$ cat config.mk
export PLATFORM = sky130hd
export DESIGN_NAME = nice_grid_step_select_core
export DESIGN_NICKNAME = d
export VERILOG_FILES = /design/src/sv/ngss_pkg.sv /design/src/sv/ngss_arith.sv /design/src/sv/ngss_ctrl.sv /design/src/sv/nice_grid_step_select_core.sv
export SDC_FILE = /design/constraint.sdc
export NUM_CORES = 2
export LEC_CHECK = 0
export ABC_AREA = 1
export BUFFER_PORTS_ARGS = -buffer_cell sky130_fd_sc_hd__buf_2
export CAP_MARGIN = 20
export CORE_MARGIN = 2
export CORE_UTILIZATION = 35
export CTS_CLUSTER_DIAMETER = 150
export DETAILED_ROUTE_END_ITERATION = 8
export GPL_TIMING_DRIVEN = 0
export MAX_ROUTING_LAYER = met4
export PLACE_DENSITY = 0.48
export RECOVER_POWER = 50
export SYNTH_ARGS = -nofsm -noshare
export SYNTH_HDL_FRONTEND = slang
export SYNTH_SLANG_ARGS = --single-unit
$ cat constraint.sdc
create_clock -name clock -period 12.36 [get_ports clock]
set_input_delay 0 -clock clock [delete_from_list [all_inputs] [get_ports clock]]
set_output_delay 0 -clock clock [all_outputs]
set_load 0.005 [all_outputs]
$ cat src/sv/ngss_pkg.sv
`default_nettype none

package ngss_pkg;

   // Algorithm constants
   localparam int MIN_TICKS    = 8;
   localparam int FRAC_BITS    = 16;
   localparam int IN_W         = 48;
   // Internal ladder starts at 1e-12; every value is scaled by 1e12 * 2^FRAC_BITS
   localparam int SCALE_DIGITS = 12;
   localparam int LW           = 88;        // IN_W-bit value times 1e12 fits here
   localparam int RW           = LW + 2;    // ladder register, one growth step of headroom
   localparam int CW           = RW + 6;    // ladder value times MIN_TICKS (up to 64)
   localparam int LADDER_LEN   = 99;        // 33 decades, three digits each
   localparam int IDX_W        = 7;
   localparam int DEC_W        = 6;
   localparam int PCNT_W       = 4;
   localparam int DIGITS_PER_DECADE = 3;
   // Highest decade the base step may take (1e19 on the internal ladder)
   localparam int TOP_BASE_DECADE   = 31;

   // Output exponent range
   localparam int EXP_W      = 5;
   localparam int MANT_W     = 2;
   localparam int OUT_EXP_LO = -4;
   localparam int OUT_EXP_HI = 9;
   localparam int DEC_SAT_LO = SCALE_DIGITS + OUT_EXP_LO;
   localparam int DEC_SAT_HI = SCALE_DIGITS + OUT_EXP_HI;

   // Division by three on ladder indexes below 128
   localparam int DIV3_MUL   = 43;
   localparam int DIV3_SHIFT = 7;

   // Leading digit codes
   localparam logic [MANT_W-1:0] MANT_ONE  = 2'd0;
   localparam logic [MANT_W-1:0] MANT_TWO  = 2'd1;
   localparam logic [MANT_W-1:0] MANT_FIVE = 2'd2;

   // Operand codes
   localparam logic [1:0] OPD_RANGE = 2'd0;
   localparam logic [1:0] OPD_LO    = 2'd1;
   localparam logic [1:0] OPD_HI    = 2'd2;

   // Compare kinds, one per scan phase
   localparam logic [1:0] CMP_RANGE_GT    = 2'd0;   // range above ladder value
   localparam logic [1:0] CMP_RANGE_TICKS = 2'd1;   // range at least MIN_TICKS ladder values
   localparam logic [1:0] CMP_LO_GT       = 2'd2;   // min spacing above ladder value
   localparam logic [1:0] CMP_HI_GE       = 2'd3;   // max spacing at or above ladder value

   typedef struct packed {
      logic       load;
      logic       prep_en;
      logic [1:0] prep_sel;
      logic       r_step;
      logic [1:0] digit;
      logic [1:0] cmp_sel;
   } ngss_arith_ctl_type;

   typedef struct packed {
      logic [DEC_W-1:0]  decade;
      logic [MANT_W-1:0] digit;
   } ngss_split_type;

   // Split a ladder index into decade and leading digit
   function automatic ngss_split_type ngss_split(input logic [IDX_W-1:0] idx);
      logic [IDX_W+5:0] prod;
      ngss_split_type   s;
      prod     = (IDX_W+6)'(idx) * (IDX_W+6)'(DIV3_MUL);
      s.decade = DEC_W'(prod >> DIV3_SHIFT);
      s.digit  = MANT_W'(idx - IDX_W'({s.decade, 1'b0}) - IDX_W'(s.decade));
      return s;
   endfunction

endpackage

`default_nettype wire

$ cat src/sv/ngss_arith.sv
`default_nettype none

module ngss_arith (
   input  logic                            clock,
   input  ngss_pkg::ngss_arith_ctl_type    ctl,
   input  logic [ngss_pkg::IN_W-1:0]       rng_load,
   input  logic [ngss_pkg::IN_W-1:0]       lo_load,
   input  logic [ngss_pkg::IN_W-1:0]       hi_load,
   output logic                            hit
);

   logic [ngss_pkg::LW-1:0] l_rng_ff;
   logic [ngss_pkg::LW-1:0] l_lo_ff;
   logic [ngss_pkg::LW-1:0] l_hi_ff;
   logic [ngss_pkg::RW-1:0] r_ff;

   logic [ngss_pkg::LW-1:0] l_prep;
   logic [ngss_pkg::LW-1:0] l_cmp;
   logic [ngss_pkg::RW-1:0] add_a;
   logic [ngss_pkg::RW-1:0] add_b;
   logic [ngss_pkg::RW-1:0] sum;
   logic [ngss_pkg::CW-1:0] cmp_a;
   logic [ngss_pkg::CW-1:0] cmp_b;
   logic                    a_gt;
   logic                    a_eq;
   logic                    ge_mode;

   // Pick the operand being scaled by ten
   always_comb begin
      unique case (ctl.prep_sel)
         ngss_pkg::OPD_RANGE: l_prep = l_rng_ff;
         ngss_pkg::OPD_LO:    l_prep = l_lo_ff;
         ngss_pkg::OPD_HI:    l_prep = l_hi_ff;
         default:             l_prep = l_rng_ff;
      endcase
   end

   // Shared shift-add unit: x*10 during scaling, next ladder value during the scan
   always_comb begin
      if (ctl.prep_en) begin
         add_a = ngss_pkg::RW'(l_prep) << 3;
         add_b = ngss_pkg::RW'(l_prep) << 1;
      end else begin
         add_a = r_ff << 1;
         add_b = (ctl.digit == ngss_pkg::MANT_TWO) ? (r_ff >> 1) : '0;
      end
      sum = add_a + add_b;
   end

   // Load, scale and advance the operand registers
   always_ff @(posedge clock) begin
      if (ctl.load) begin
         l_rng_ff <= ngss_pkg::LW'(rng_load);
         l_lo_ff  <= ngss_pkg::LW'(lo_load);
         l_hi_ff  <= ngss_pkg::LW'(hi_load);
         r_ff     <= ngss_pkg::RW'(1) << ngss_pkg::FRAC_BITS;
      end else if (ctl.prep_en) begin
         unique case (ctl.prep_sel)
            ngss_pkg::OPD_LO: l_lo_ff  <= ngss_pkg::LW'(sum);
            ngss_pkg::OPD_HI: l_hi_ff  <= ngss_pkg::LW'(sum);
            default:          l_rng_ff <= ngss_pkg::LW'(sum);
         endcase
      end else if (ctl.r_step) begin
         r_ff <= sum;
      end
   end

   // Shared comparator against the current ladder value
   always_comb begin
      unique case (ctl.cmp_sel)
         ngss_pkg::CMP_LO_GT: l_cmp = l_lo_ff;
         ngss_pkg::CMP_HI_GE: l_cmp = l_hi_ff;
         default:             l_cmp = l_rng_ff;
      endcase
      cmp_a = ngss_pkg::CW'(l_cmp);
      if (ctl.cmp_sel == ngss_pkg::CMP_RANGE_TICKS) begin
         cmp_b = ngss_pkg::CW'(r_ff) * ngss_pkg::CW'(ngss_pkg::MIN_TICKS);
      end else begin
         cmp_b = ngss_pkg::CW'(r_ff);
      end
      a_gt    = cmp_a > cmp_b;
      a_eq    = cmp_a == cmp_b;
      ge_mode = (ctl.cmp_sel == ngss_pkg::CMP_RANGE_TICKS) ||
                (ctl.cmp_sel == ngss_pkg::CMP_HI_GE);
      hit     = a_gt | (ge_mode & a_eq);
   end

endmodule

`default_nettype wire

$ cat src/sv/ngss_ctrl.sv
`default_nettype none

module ngss_ctrl (
   input  logic                               clock,
   input  logic                               reset,
   input  logic                               req_valid,
   output logic                               req_ready,
   input  logic                               in_empty,
   input  logic                               in_same,
   output ngss_pkg::ngss_arith_ctl_type       ctl,
   input  logic                               hit,
   output logic                               rsp_valid,
   input  logic                               rsp_ready,
   output logic [ngss_pkg::MANT_W-1:0]        rsp_step_mantissa,
   output logic [ngss_pkg::EXP_W-1:0]         rsp_step_exponent,
   output logic                               rsp_range_empty,
   output logic                               rsp_saturated
);

   localparam logic [2:0] ST_IDLE = 3'd0;
   localparam logic [2:0] ST_PREP = 3'd1;
   localparam logic [2:0] ST_SCAN = 3'd2;
   localparam logic [2:0] ST_PICK = 3'd3;
   localparam logic [2:0] ST_EMIT = 3'd4;

   logic [2:0]                     state_ff,   state_in;
   logic [1:0]                     sel_ff,     sel_in;
   logic [ngss_pkg::PCNT_W-1:0]    pcnt_ff,    pcnt_in;
   logic [ngss_pkg::IDX_W-1:0]     j_ff,       j_in;
   logic [1:0]                     dig_ff,     dig_in;
   logic [1:0]                     phase_ff,   phase_in;
   logic                           any_ff,     any_in;
   logic [ngss_pkg::DEC_W-1:0]     cnt_dec_ff, cnt_dec_in;
   logic [ngss_pkg::IDX_W-1:0]     cnt8_ff,    cnt8_in;
   logic [ngss_pkg::IDX_W-1:0]     cnt_lo_ff,  cnt_lo_in;
   logic [ngss_pkg::IDX_W-1:0]     cnt_hi_ff,  cnt_hi_in;
   logic                           empty_ff,   empty_in;
   logic                           same_ff,    same_in;
   logic [ngss_pkg::IDX_W-1:0]     idx_ff,     idx_in;
   logic                           rsp_valid_ff, rsp_valid_in;
   logic [ngss_pkg::MANT_W-1:0]    mant_ff,    mant_in;
   logic [ngss_pkg::EXP_W-1:0]     exp_ff,     exp_in;
   logic                           rempty_ff,  rempty_in;
   logic                           sat_ff,     sat_in;

   logic                           accept;
   logic                           slot_free;
   logic [ngss_pkg::DEC_W-1:0]     dec_clip;
   logic [ngss_pkg::IDX_W-1:0]     pidx;
   logic [ngss_pkg::IDX_W-1:0]     base_idx;
   logic                           below_min;
   logic                           above_max;
   ngss_pkg::ngss_split_type       split;

   assign req_ready = (state_ff == ST_IDLE);
   assign accept    = req_valid & req_ready;
   assign slot_free = ~rsp_valid_ff | rsp_ready;

   // Base step index from the decade count and the tick count
   always_comb begin
      dec_clip = (cnt_dec_ff > ngss_pkg::DEC_W'(ngss_pkg::TOP_BASE_DECADE)) ?
                 ngss_pkg::DEC_W'(ngss_pkg::TOP_BASE_DECADE) : cnt_dec_ff;
      pidx     = ngss_pkg::IDX_W'({dec_clip, 1'b0}) + ngss_pkg::IDX_W'(dec_clip);
      if (cnt8_ff == '0) begin
         base_idx = '0;
      end else if ((cnt8_ff - 1'b1) < pidx) begin
         base_idx = cnt8_ff - 1'b1;
      end else begin
         base_idx = pidx;
      end
      below_min = base_idx < cnt_lo_ff;
      above_max = base_idx >= cnt_hi_ff;
   end

   assign split = ngss_pkg::ngss_split(idx_ff);

   // Sequencer
   always_comb begin
      state_in     = state_ff;
      sel_in       = sel_ff;
      pcnt_in      = pcnt_ff;
      j_in         = j_ff;
      dig_in       = dig_ff;
      phase_in     = phase_ff;
      any_in       = any_ff;
      cnt_dec_in   = cnt_dec_ff;
      cnt8_in      = cnt8_ff;
      cnt_lo_in    = cnt_lo_ff;
      cnt_hi_in    = cnt_hi_ff;
      empty_in     = empty_ff;
      same_in      = same_ff;
      idx_in       = idx_ff;
      rsp_valid_in = rsp_valid_ff & ~rsp_ready;
      mant_in      = mant_ff;
      exp_in       = exp_ff;
      rempty_in    = rempty_ff;
      sat_in       = sat_ff;

      ctl          = '0;
      ctl.prep_sel = sel_ff;
      ctl.digit    = dig_ff;
      ctl.cmp_sel  = phase_ff;

      unique case (state_ff)
         ST_IDLE: begin
            ctl.load = accept;
            if (accept) begin
               empty_in = in_empty;
               same_in  = in_same;
               sel_in   = ngss_pkg::OPD_RANGE;
               pcnt_in  = '0;
               state_in = in_empty ? ST_EMIT : ST_PREP;
            end
         end

         // Scale range, min and max by 1e12, one multiply by ten a cycle
         ST_PREP: begin
            ctl.prep_en = 1'b1;
            if (pcnt_ff == ngss_pkg::PCNT_W'(ngss_pkg::SCALE_DIGITS - 1)) begin
               pcnt_in = '0;
               if (sel_ff == ngss_pkg::OPD_HI) begin
                  j_in       = '0;
                  dig_in     = ngss_pkg::MANT_ONE;
                  phase_in   = ngss_pkg::CMP_RANGE_GT;
                  any_in     = 1'b0;
                  cnt_dec_in = '0;
                  cnt8_in    = '0;
                  cnt_lo_in  = '0;
                  cnt_hi_in  = '0;
                  state_in   = ST_SCAN;
               end else if (sel_ff == ngss_pkg::OPD_RANGE) begin
                  sel_in = ngss_pkg::OPD_LO;
               end else begin
                  sel_in = ngss_pkg::OPD_HI;
               end
            end else begin
               pcnt_in = pcnt_ff + 1'b1;
            end
         end

         // Walk up the ladder, four compares per value, until none hit or it ends
         ST_SCAN: begin
            any_in = any_ff | hit;
            unique case (phase_ff)
               ngss_pkg::CMP_RANGE_GT: begin
                  if (hit && dig_ff == ngss_pkg::MANT_ONE &&
                      j_ff >= ngss_pkg::IDX_W'(ngss_pkg::DIGITS_PER_DECADE)) begin
                     cnt_dec_in = cnt_dec_ff + 1'b1;
                  end
                  phase_in = ngss_pkg::CMP_RANGE_TICKS;
               end
               ngss_pkg::CMP_RANGE_TICKS: begin
                  if (hit) cnt8_in = cnt8_ff + 1'b1;
                  phase_in = ngss_pkg::CMP_LO_GT;
               end
               ngss_pkg::CMP_LO_GT: begin
                  if (hit) cnt_lo_in = cnt_lo_ff + 1'b1;
                  phase_in = ngss_pkg::CMP_HI_GE;
               end
               ngss_pkg::CMP_HI_GE: begin
                  if (hit) cnt_hi_in = cnt_hi_ff + 1'b1;
                  ctl.r_step = 1'b1;
                  phase_in   = ngss_pkg::CMP_RANGE_GT;
                  any_in     = 1'b0;
                  if (!(any_ff | hit) ||
                      j_ff == ngss_pkg::IDX_W'(ngss_pkg::LADDER_LEN - 1)) begin
                     state_in = ST_PICK;
                  end else begin
                     j_in   = j_ff + 1'b1;
                     dig_in = (dig_ff == ngss_pkg::MANT_FIVE) ? ngss_pkg::MANT_ONE :
                              dig_ff + 1'b1;
                  end
               end
               default: begin
                  phase_in = ngss_pkg::CMP_RANGE_GT;
               end
            endcase
         end

         // Keep the base step or search up from min or down from max
         ST_PICK: begin
            priority if ((!below_min && !above_max) || same_ff) begin
               idx_in = base_idx;
            end else if (below_min) begin
               idx_in = (cnt_lo_ff == ngss_pkg::IDX_W'(ngss_pkg::LADDER_LEN)) ?
                        ngss_pkg::IDX_W'(ngss_pkg::LADDER_LEN - 1) : cnt_lo_ff;
            end else begin
               idx_in = (cnt_hi_ff == '0) ? '0 : cnt_hi_ff - 1'b1;
            end
            state_in = ST_EMIT;
         end

         // Hand the item to the output register once it is free
         ST_EMIT: begin
            if (slot_free) begin
               rsp_valid_in = 1'b1;
               rempty_in    = empty_ff;
               priority if (empty_ff) begin
                  mant_in = ngss_pkg::MANT_ONE;
                  exp_in  = '0;
                  sat_in  = 1'b0;
               end else if (split.decade < ngss_pkg::DEC_W'(ngss_pkg::DEC_SAT_LO)) begin
                  mant_in = ngss_pkg::MANT_ONE;
                  exp_in  = ngss_pkg::EXP_W'(ngss_pkg::OUT_EXP_LO);
                  sat_in  = 1'b1;
               end else if (split.decade > ngss_pkg::DEC_W'(ngss_pkg::DEC_SAT_HI)) begin
                  mant_in = ngss_pkg::MANT_FIVE;
                  exp_in  = ngss_pkg::EXP_W'(ngss_pkg::OUT_EXP_HI);
                  sat_in  = 1'b1;
               end else begin
                  mant_in = split.digit;
                  exp_in  = ngss_pkg::EXP_W'(split.decade) -
                            ngss_pkg::EXP_W'(ngss_pkg::SCALE_DIGITS);
                  sat_in  = 1'b0;
               end
               state_in = ST_IDLE;
            end
         end

         default: begin
            state_in = ST_IDLE;
         end
      endcase
   end

   // Control registers
   always_ff @(posedge clock) begin
      if (reset) begin
         state_ff     <= ST_IDLE;
         rsp_valid_ff <= 1'b0;
      end else begin
         state_ff     <= state_in;
         rsp_valid_ff <= rsp_valid_in;
      end
   end

   // Counters and payload
   always_ff @(posedge clock) begin
      sel_ff     <= sel_in;
      pcnt_ff    <= pcnt_in;
      j_ff       <= j_in;
      dig_ff     <= dig_in;
      phase_ff   <= phase_in;
      any_ff     <= any_in;
      cnt_dec_ff <= cnt_dec_in;
      cnt8_ff    <= cnt8_in;
      cnt_lo_ff  <= cnt_lo_in;
      cnt_hi_ff  <= cnt_hi_in;
      empty_ff   <= empty_in;
      same_ff    <= same_in;
      idx_ff     <= idx_in;
      mant_ff    <= mant_in;
      exp_ff     <= exp_in;
      rempty_ff  <= rempty_in;
      sat_ff     <= sat_in;
   end

   assign rsp_valid         = rsp_valid_ff;
   assign rsp_step_mantissa = mant_ff;
   assign rsp_step_exponent = exp_ff;
   assign rsp_range_empty   = rempty_ff;
   assign rsp_saturated     = sat_ff;

endmodule

`default_nettype wire

$ cat src/sv/nice_grid_step_select_core.sv
// Channel  | Handshake           | Payload
// request  | req_valid/req_ready | req_range_start, req_range_finish,
//          |                     | req_min_spacing, req_max_spacing (Q32.16)
// response | rsp_valid/rsp_ready | rsp_step_mantissa, rsp_step_exponent,
//          |                     | rsp_range_empty, rsp_saturated
//
// Empty range: the sequencer goes from idle straight to emit, which registers the result.
// Otherwise the three operands are first scaled by 1e12 through one shift-add unit,
// then each ladder value takes four compares (one shared comparator), walking up from
// 1e-12 until a value reaches the range and min spacing and exceeds the max spacing,
// or 99 values are done; then the pick state chooses the step and emit registers it.
// One item at a time; req_ready is high only when the sequencer is idle, while a
// finished item may still wait in the output register. Synchronous active-high reset.
`default_nettype none

module nice_grid_step_select_core (
   input  logic                               clock,
   input  logic                               reset,
   input  logic                               req_valid,
   output logic                               req_ready,
   input  logic [ngss_pkg::IN_W-1:0]          req_range_start,
   input  logic [ngss_pkg::IN_W-1:0]          req_range_finish,
   input  logic [ngss_pkg::IN_W-1:0]          req_min_spacing,
   input  logic [ngss_pkg::IN_W-1:0]          req_max_spacing,
   output logic                               rsp_valid,
   input  logic                               rsp_ready,
   output logic [ngss_pkg::MANT_W-1:0]        rsp_step_mantissa,
   output logic signed [ngss_pkg::EXP_W-1:0]  rsp_step_exponent,
   output logic                               rsp_range_empty,
   output logic                               rsp_saturated
);

   logic [ngss_pkg::IN_W-1:0]      range_len;
   logic                           range_is_empty;
   logic                           spacing_same;
   logic                           hit;
   logic [ngss_pkg::EXP_W-1:0]     exp_raw;
   ngss_pkg::ngss_arith_ctl_type   ctl;

   // Range length and the special cases seen at the input
   assign range_is_empty = req_range_finish <= req_range_start;
   assign range_len      = req_range_finish - req_range_start;
   assign spacing_same   = req_min_spacing == req_max_spacing;

   ngss_arith u_arith (
      .clock    (clock),
      .ctl      (ctl),
      .rng_load (range_len),
      .lo_load  (req_min_spacing),
      .hi_load  (req_max_spacing),
      .hit      (hit)
   );

   ngss_ctrl u_ctrl (
      .clock             (clock),
      .reset             (reset),
      .req_valid         (req_valid),
      .req_ready         (req_ready),
      .in_empty          (range_is_empty),
      .in_same           (spacing_same),
      .ctl               (ctl),
      .hit               (hit),
      .rsp_valid         (rsp_valid),
      .rsp_ready         (rsp_ready),
      .rsp_step_mantissa (rsp_step_mantissa),
      .rsp_step_exponent (exp_raw),
      .rsp_range_empty   (rsp_range_empty),
      .rsp_saturated     (rsp_saturated)
   );

   assign rsp_step_exponent = $signed(exp_raw);

endmodule

`default_nettype wire

### Yosys cells after proc, flatten, opt, wreduce, memory -nomap -nowiden

Cells that the tools add are included.

* bits in registers: 421
* input bits: 196
* output and inout port bits: 11
* word-level logic and storage cells: 215

* add/subtract/negate cells: 15
* multipliers: 1
* order comparisons: 9
* equal/unequal tests: 30
* muxes and demuxes: 80
* bitwise gates (word level): 10
* reduce and logical (&&, ||, !) cells: 41

Operators with widths (number)
* 2-to-1 mux 48 bit: 9
* one-hot mux 88 bit (2 select lines): 2
* 2-to-1 mux 90 bit: 2
* 2-to-1 mux 7 bit: 16
* equality test 88 x 93 -> 1 bit: 1
* > comparator 88 x 93 -> 1 bit: 1
* 2-to-1 mux 93 bit: 1
* adder 90 bit: 1
* 2-to-1 mux 89 bit: 1
* one-hot mux 7 bit (2 select lines): 4
* equality test 48 bit: 1
* <= comparator 48 bit: 1
* subtractor 48 bit: 1
* 2-to-1 mux 6 bit: 5
* adder 7 x 1 -> 7 bit (second input constant): 4
* AND reduction 5 bit: 5
* 2-to-1 mux 3 bit: 7
* 2-to-1 mux 2 bit: 10
* AND reduction 2 bit: 10
* != test 2 bit (second input constant): 8
* one-hot mux 3 bit (5 select lines): 1
* equality test 7 bit (second input constant): 2
* logical NOT 7 bit: 2
* less-than comparator 7 bit: 2
* 41 further kinds: 89

### Depth between registers and ports, before layout

* depth after elaboration: 11
* mapped depth: 32
* gate-level depth less buffers: 32

### By module

Synthesis repeated with hierarchy kept, for this count alone.

* cell total of the unflattened synthesis: 6462
* area total of the unflattened synthesis: 40077.2 um^2

Modules (own cells, without submodules)
* ngss_arith: times used 1, cells each 4761, area an instance 29474.5 um^2
* ngss_ctrl: times used 1, cells each 636, area an instance 5340.1 um^2
* nice_grid_step_select_core: times used 1, cells each 1065, area an instance 5262.5 um^2

### Worst setup path before layout

No wires, ideal clock.

* path kind: register -> register
* from: reg u_ctrl.cnt_dec_ff[5] (netlist bit)
* to: reg u_ctrl.idx_ff[6] (netlist bit), data pin
* arrival: 4.048 ns
* slack: 8.060 ns
* stages on the path, launching flop included: 27
* path buffers: 1
* path through: edfxtp_1 > inv_2 > nand2_1 > o21ai_0 > inv_1 > ha_1 > or2_2 > nand2_1 > nand2_1 > o31ai_1 > inv_1 > ha_1 > nand2_1 > o21a_1 > nand2_2 > clkbuf_1 > o21ai_0 > a21oi_1 > ha_1 > a21oi_1 > nor2_1 > a211oi_2 > nand2_4 > nand2_2 > nand2_2 > nand2_1 > nand2_1

* longest elaborated chain between the ends: 11
* elaborated cells between the ends (all ways): 14
* those cells by class: add/sub: 1; order compare: 4; mux: 5; reduce/logical: 4

RTL lines
* start, declared: line ngss_ctrl.sv:33 `logic [ngss_pkg::DEC_W-1:0] cnt_dec_ff, cnt_dec_in;`
* start signal, assigned: line ngss_ctrl.sv:245 `cnt_dec_ff <= cnt_dec_in;`
* > comparator 6 x 5 -> 1 bit: line ngss_ctrl.sv:61 `dec_clip = (cnt_dec_ff > ngss_pkg::DEC_W'(ngss_pkg::TOP_BASE_DECADE)) ?`
* 2-to-1 mux 6 bit *: line ngss_ctrl.sv:61
* adder 7 x 6 -> 7 bit *: line ngss_ctrl.sv:63 `pidx = ngss_pkg::IDX_W'({dec_clip, 1'b0}) + ngss_pkg::IDX_W'(dec_clip);`
* less-than comparator 7 bit: line ngss_ctrl.sv:66 `end else if ((cnt8_ff - 1'b1) < pidx) begin`
* 2-to-1 mux 7 bit *: line ngss_ctrl.sv:66
* 2-to-1 mux 7 bit *: line ngss_ctrl.sv:64 `if (cnt8_ff == '0) begin`
* less-than comparator 7 bit or >= comparator 7 bit (tied branches): line ngss_ctrl.sv:71, ngss_ctrl.sv:72
* logical NOT 1 bit: line ngss_ctrl.sv:182 `priority if ((!below_min && !above_max) || same_ff) begin`
* logical AND 1 bit: line ngss_ctrl.sv:182
* logical OR 1 bit: line ngss_ctrl.sv:182
* 2-to-1 mux 7 bit *: line ngss_ctrl.sv:182
* end signal, assigned: line ngss_ctrl.sv:251 `idx_ff <= idx_in;`
* end, declared: line ngss_ctrl.sv:39 `logic [ngss_pkg::IDX_W-1:0] idx_ff, idx_in;`

Every way passes the cells marked *; elsewhere a longest branch is shown, timed or not.
A chain may end at the register's enable or synchronous reset.

### Worst setup path in the final report

* from: reg u_ctrl.state_ff[2]
* to: reg u_arith.l_hi_ff[17] (netlist bit), enable pin

* longest elaborated chain between the ends: 5
* elaborated cells between the ends (all ways): 8
* those cells by class: eq/ne: 1; mux: 2; bitwise: 1; reduce/logical: 4

RTL lines
* start, declared: line ngss_ctrl.sv:26 `logic [2:0] state_ff, state_in;`
* start signal, assigned: line ngss_ctrl.sv:232 `state_ff <= state_in;`
* logical NOT 3 bit: line ngss_ctrl.sv:55, ngss_ctrl.sv:104
* bitwise AND 1 bit: line ngss_ctrl.sv:56 `assign accept = req_valid & req_ready;`
* 2-to-1 mux 1 bit: line ngss_ctrl.sv:104 `unique case (state_ff)`
* nonzero test 2 bit (no line)
* AND reduction 2 bit (no line) *
* end signal, assigned: line ngss_arith.sv:55 `l_hi_ff <= ngss_pkg::LW'(hi_load);`
* end signal, assigned: line ngss_arith.sv:60 `ngss_pkg::OPD_HI: l_hi_ff <= ngss_pkg::LW'(sum);`
* end, declared: line ngss_arith.sv:14 `logic [ngss_pkg::LW-1:0] l_hi_ff;`

Marked as above.

==> impl_results.md <==
* Outcome: finished with violations
* Violated checks: max-capacitance violations, max-slew violations
* Post-synth top area cell: edfxtp_1
* Die W at 331 um
* Synth top area share at 0.166
* Slew Limit Fails at 180
* Fin crit share at 0.660
* Clock Skew at 0.0297 ns
* CP Launch Type: register
* Leakage at 19.5 nW
* Vias in the first global route at 38200
* Yosys warning count at 0
* FF+latch count, synth at 421
* Fillcell total at 11600
* Setup-failing EPs final at 0
* Vias/cell at 5.40
* Drt wl/cell at 23.7 um
* H-tree levels at 2
* Final Net Count at 6378
* Syn Nets at 5976
* Top Layer Used: met4
* CP max FO at 31
* Crit. End Element: register
* Routed length on met1 at 78.3 mm
* Max clock buf depth at 3
* CTS tree: yes
* Synth top area cells: edfxtp_1 (17%), nand2_1 (12%), dfxtp_1 (11%)
* Hold Buf Count CTS at 125
* Worst path top cell family by delay: buffers and inverters
* Hold crit path type: in2reg
* Fin crit period at 8.16 ns
* Ports at 207
* Cell area after synthesis at 37400 um2
* Most common cell after layout, fill and taps aside: nand2_1
* Hold Vio Cnt, Final at 0
* Register area share after synthesis at 0.281
* GRT Util Overall at 0.322
* Proportion of layout cells with a drive suffix above 1 at 0.0956
* Largest net degree at the start of global routing at 34
* RSZ-0062 raised after global routing: false
* CP max stage delay at 1.76 ns
* PostCTS Resize Cnt at 0
* Peak supply drop at 0.124 mV
* CP Buf/Inv Count at 6
* Die footprint at 110000 um2
* Hpwl dp at 143 mm
* WL met3 at 10.8 mm
* Pwr per Cell Area at 273 nW/um2
* Hold Slack at 0.0327 ns
* Core footprint at 106000 um2
* Achievable Freq at 0.123 GHz
* Vias after detailed routing at 39500
* Clock root cell: clkbuf_16
* WP data arrival at 8.39 ns
* WL final at 173 mm
* Avg Inst Size Synth at 6.84 um2
* P&R area growth vs syn at 15.8%
* 1st-pass router iterations at 6
* Die height at 331 um
* Drc violations at 0
* Slew margin rel. at -0.619
* Met2 WL at 77.4 mm
* Congestion Overflow GR at 0
* Tightest Pin Transition at 2.43 ns
* WP data required at 12.59 ns
* Initial antenna violation count at 6
* Global-route wire length before repair at 251 mm
* Crit path cell chain: nor2_1, clkinv_1, nor2_1, inv_1, clkbuf_1, nor2_1, inv_1, nand2_1, clkbuf_1, clkbuf_1
* Async SR Flop Fraction at 0
* CTS sink count at 421
* Setup Buffers After CTS at 0
* TNS Setup at 0 ns
* CP max stage cell: clkbuf_1
* Most common flop cell mapped by yosys: dfxtp_1
* Clock-pin slew on the worst setup and hold paths at 0.06 ns
* EDFF count, synth at 207
* Max Cap Viol at 6
* Number of distinct library cells after synthesis at 67
* Setup CP Type: reg2reg
* Final ANT Viol Nets at 0
* Placer Congestion at 1.05
* Synth Instances at 5471
* Rows at 119
* Most frequent cells in the layout: nand2_1 (1187), inv_1 (751), nor2_1 (596)
* Port Buffers at 206
* Initial core utilization at 0.354
* Initial DRC count at 3143
* Clock Latency Late Sink at 0.68 ns
* CTS buffer count at 54
-- worst paths after layout --
| check | from | end | slack, ns | cells past startpoint |
|---|---|---|---|---|
| worst max register to register | u_ctrl.state_ff[2]$_SDFFE_PP0P_ | u_arith.l_hi_ff[17]$_DFFE_PP_ | 4.20 | 10 |
| worst min-delay path | req_range_finish[25] | u_arith.l_rng_ff[25]$_DFFE_PP_ | 0.03 | 4 |
| worst min register to register | u_arith.l_lo_ff[87]$_SDFFE_PP0P_ | u_arith.l_lo_ff[87]$_SDFFE_PP0P_ | 0.48 | 2 |
| worst max-delay path | u_ctrl.state_ff[2]$_SDFFE_PP0P_ | u_arith.l_hi_ff[17]$_DFFE_PP_ | 4.20 | 10 |
-- logic make-up (layout without fill, tap and decap cells) --
family / count (synthesis) / after routing / share of synthesized area
mux: 80 / 80 / 0.0214
xor+xnor: 124 / 124 / 0.0300
other cells: 0 / 2 / 0
fa+ha+maj: 309 / 309 / 0.105
compound gates: 1166 / 1166 / 0.187
simple gates: 2360 / 2360 / 0.274
buf+inv: 1011 / 1459 / 0.102
flops: 421 / 421 / 0.281
-- sequential cells by signal, summed over array words and instances (netlist names), 2 cells and up --
name	count
u_arith.r_ff	90
u_arith.l_hi_ff	88
u_arith.l_lo_ff	88
u_arith.l_rng_ff	88
u_ctrl.cnt8_ff	7
u_ctrl.cnt_hi_ff	7
u_ctrl.cnt_lo_ff	7
u_ctrl.idx_ff	7
u_ctrl.j_ff	7
u_ctrl.cnt_dec_ff	6
u_ctrl.rsp_step_exponent	5
u_ctrl.pcnt_ff	4
u_ctrl.state_ff	3
u_ctrl.dig_ff	2
u_ctrl.phase_ff	2
u_ctrl.rsp_step_mantissa	2
u_ctrl.sel_ff	2
-- final cells by class --
class	instances	area, um2	area share
sequential	421	10500	0.242
buffer	178	692	0.0160
clock inverter	38	417	0.00962
antenna	2	5.00	0.000116
clock buffer	64	1400	0.0323
multi-input combinational	4039	23000	0.531
inverter	833	3130	0.0722
timing repair buffer	346	2430	0.0562
tap	1391	1740	0.0402
-- per-stage QoR --
| stage | area [um2] | instances | worst slack [ns] | util | total power, W |
|---|---|---|---|---|---|
| after floorplan | 37400 | 5471 | 8.06 | - | 0.00720 |
| after global placement | 40200 | 7068 | 5.28 | 0.380 | 0.00993 |
| after detailed placement | 40400 | 7083 | 5.67 | 0.382 | 0.0100 |
| after CTS | 43500 | 7310 | 5.61 | 0.411 | 0.0117 |
| after global routing | 43300 | 7310 | 4.15 | 0.410 | 0.0126 |
| final | 43300 | 7312 | 4.20 | 0.410 | 0.0118 |
-- metal layers --
| metal | up-vias | global-route usage |
|---|---|---|
| li1 | 19100 | - |
| met1 | 18900 | 0.425 |
| met2 | 1294 | 0.505 |
| met3 | 259 | 0.0403 |
| met4 | 0 | 0.113 |
| met5 | - | - |
-- power breakdown --
group          switching, W  internal (W)
clock network      0.000703      0.000961
registers          0.000288       0.00221
logic               0.00540       0.00224
total               0.00639       0.00541
-- worst reg2reg max path, stage by stage, from the launching register on --
cell and delay [ns]:
dfxtp_1 0.33, nor2_1 0.11, clkinv_1 0.09, nor2_1 0.60
inv_1 0.13, clkbuf_1 0.41, nor2_1 0.99, inv_1 0.79
nand2_1 0.72, clkbuf_1 1.69, clkbuf_1 1.76
-- cell usage after synthesis, types with 28 or more instances --
library cell and count:
mux2i_1 80, a21o_1 28, inv_2 82, nand2_2 62, inv_1 745, nand3_1 181
nor3_1 132, o21ai_1 51, o221ai_1 135, nor2_1 591, nor2_2 42, xor2_1 59
nand4_1 55, o22ai_1 73, xnor2_1 60, a21oi_1 405, ha_1 301, edfxtp_1 207
o21bai_1 75, dfxtp_1 214, o21ai_0 297, clkbuf_1 143, or2_2 50, nand2_1 1167
No activity file was read; power rests on OpenSTA's default activity.
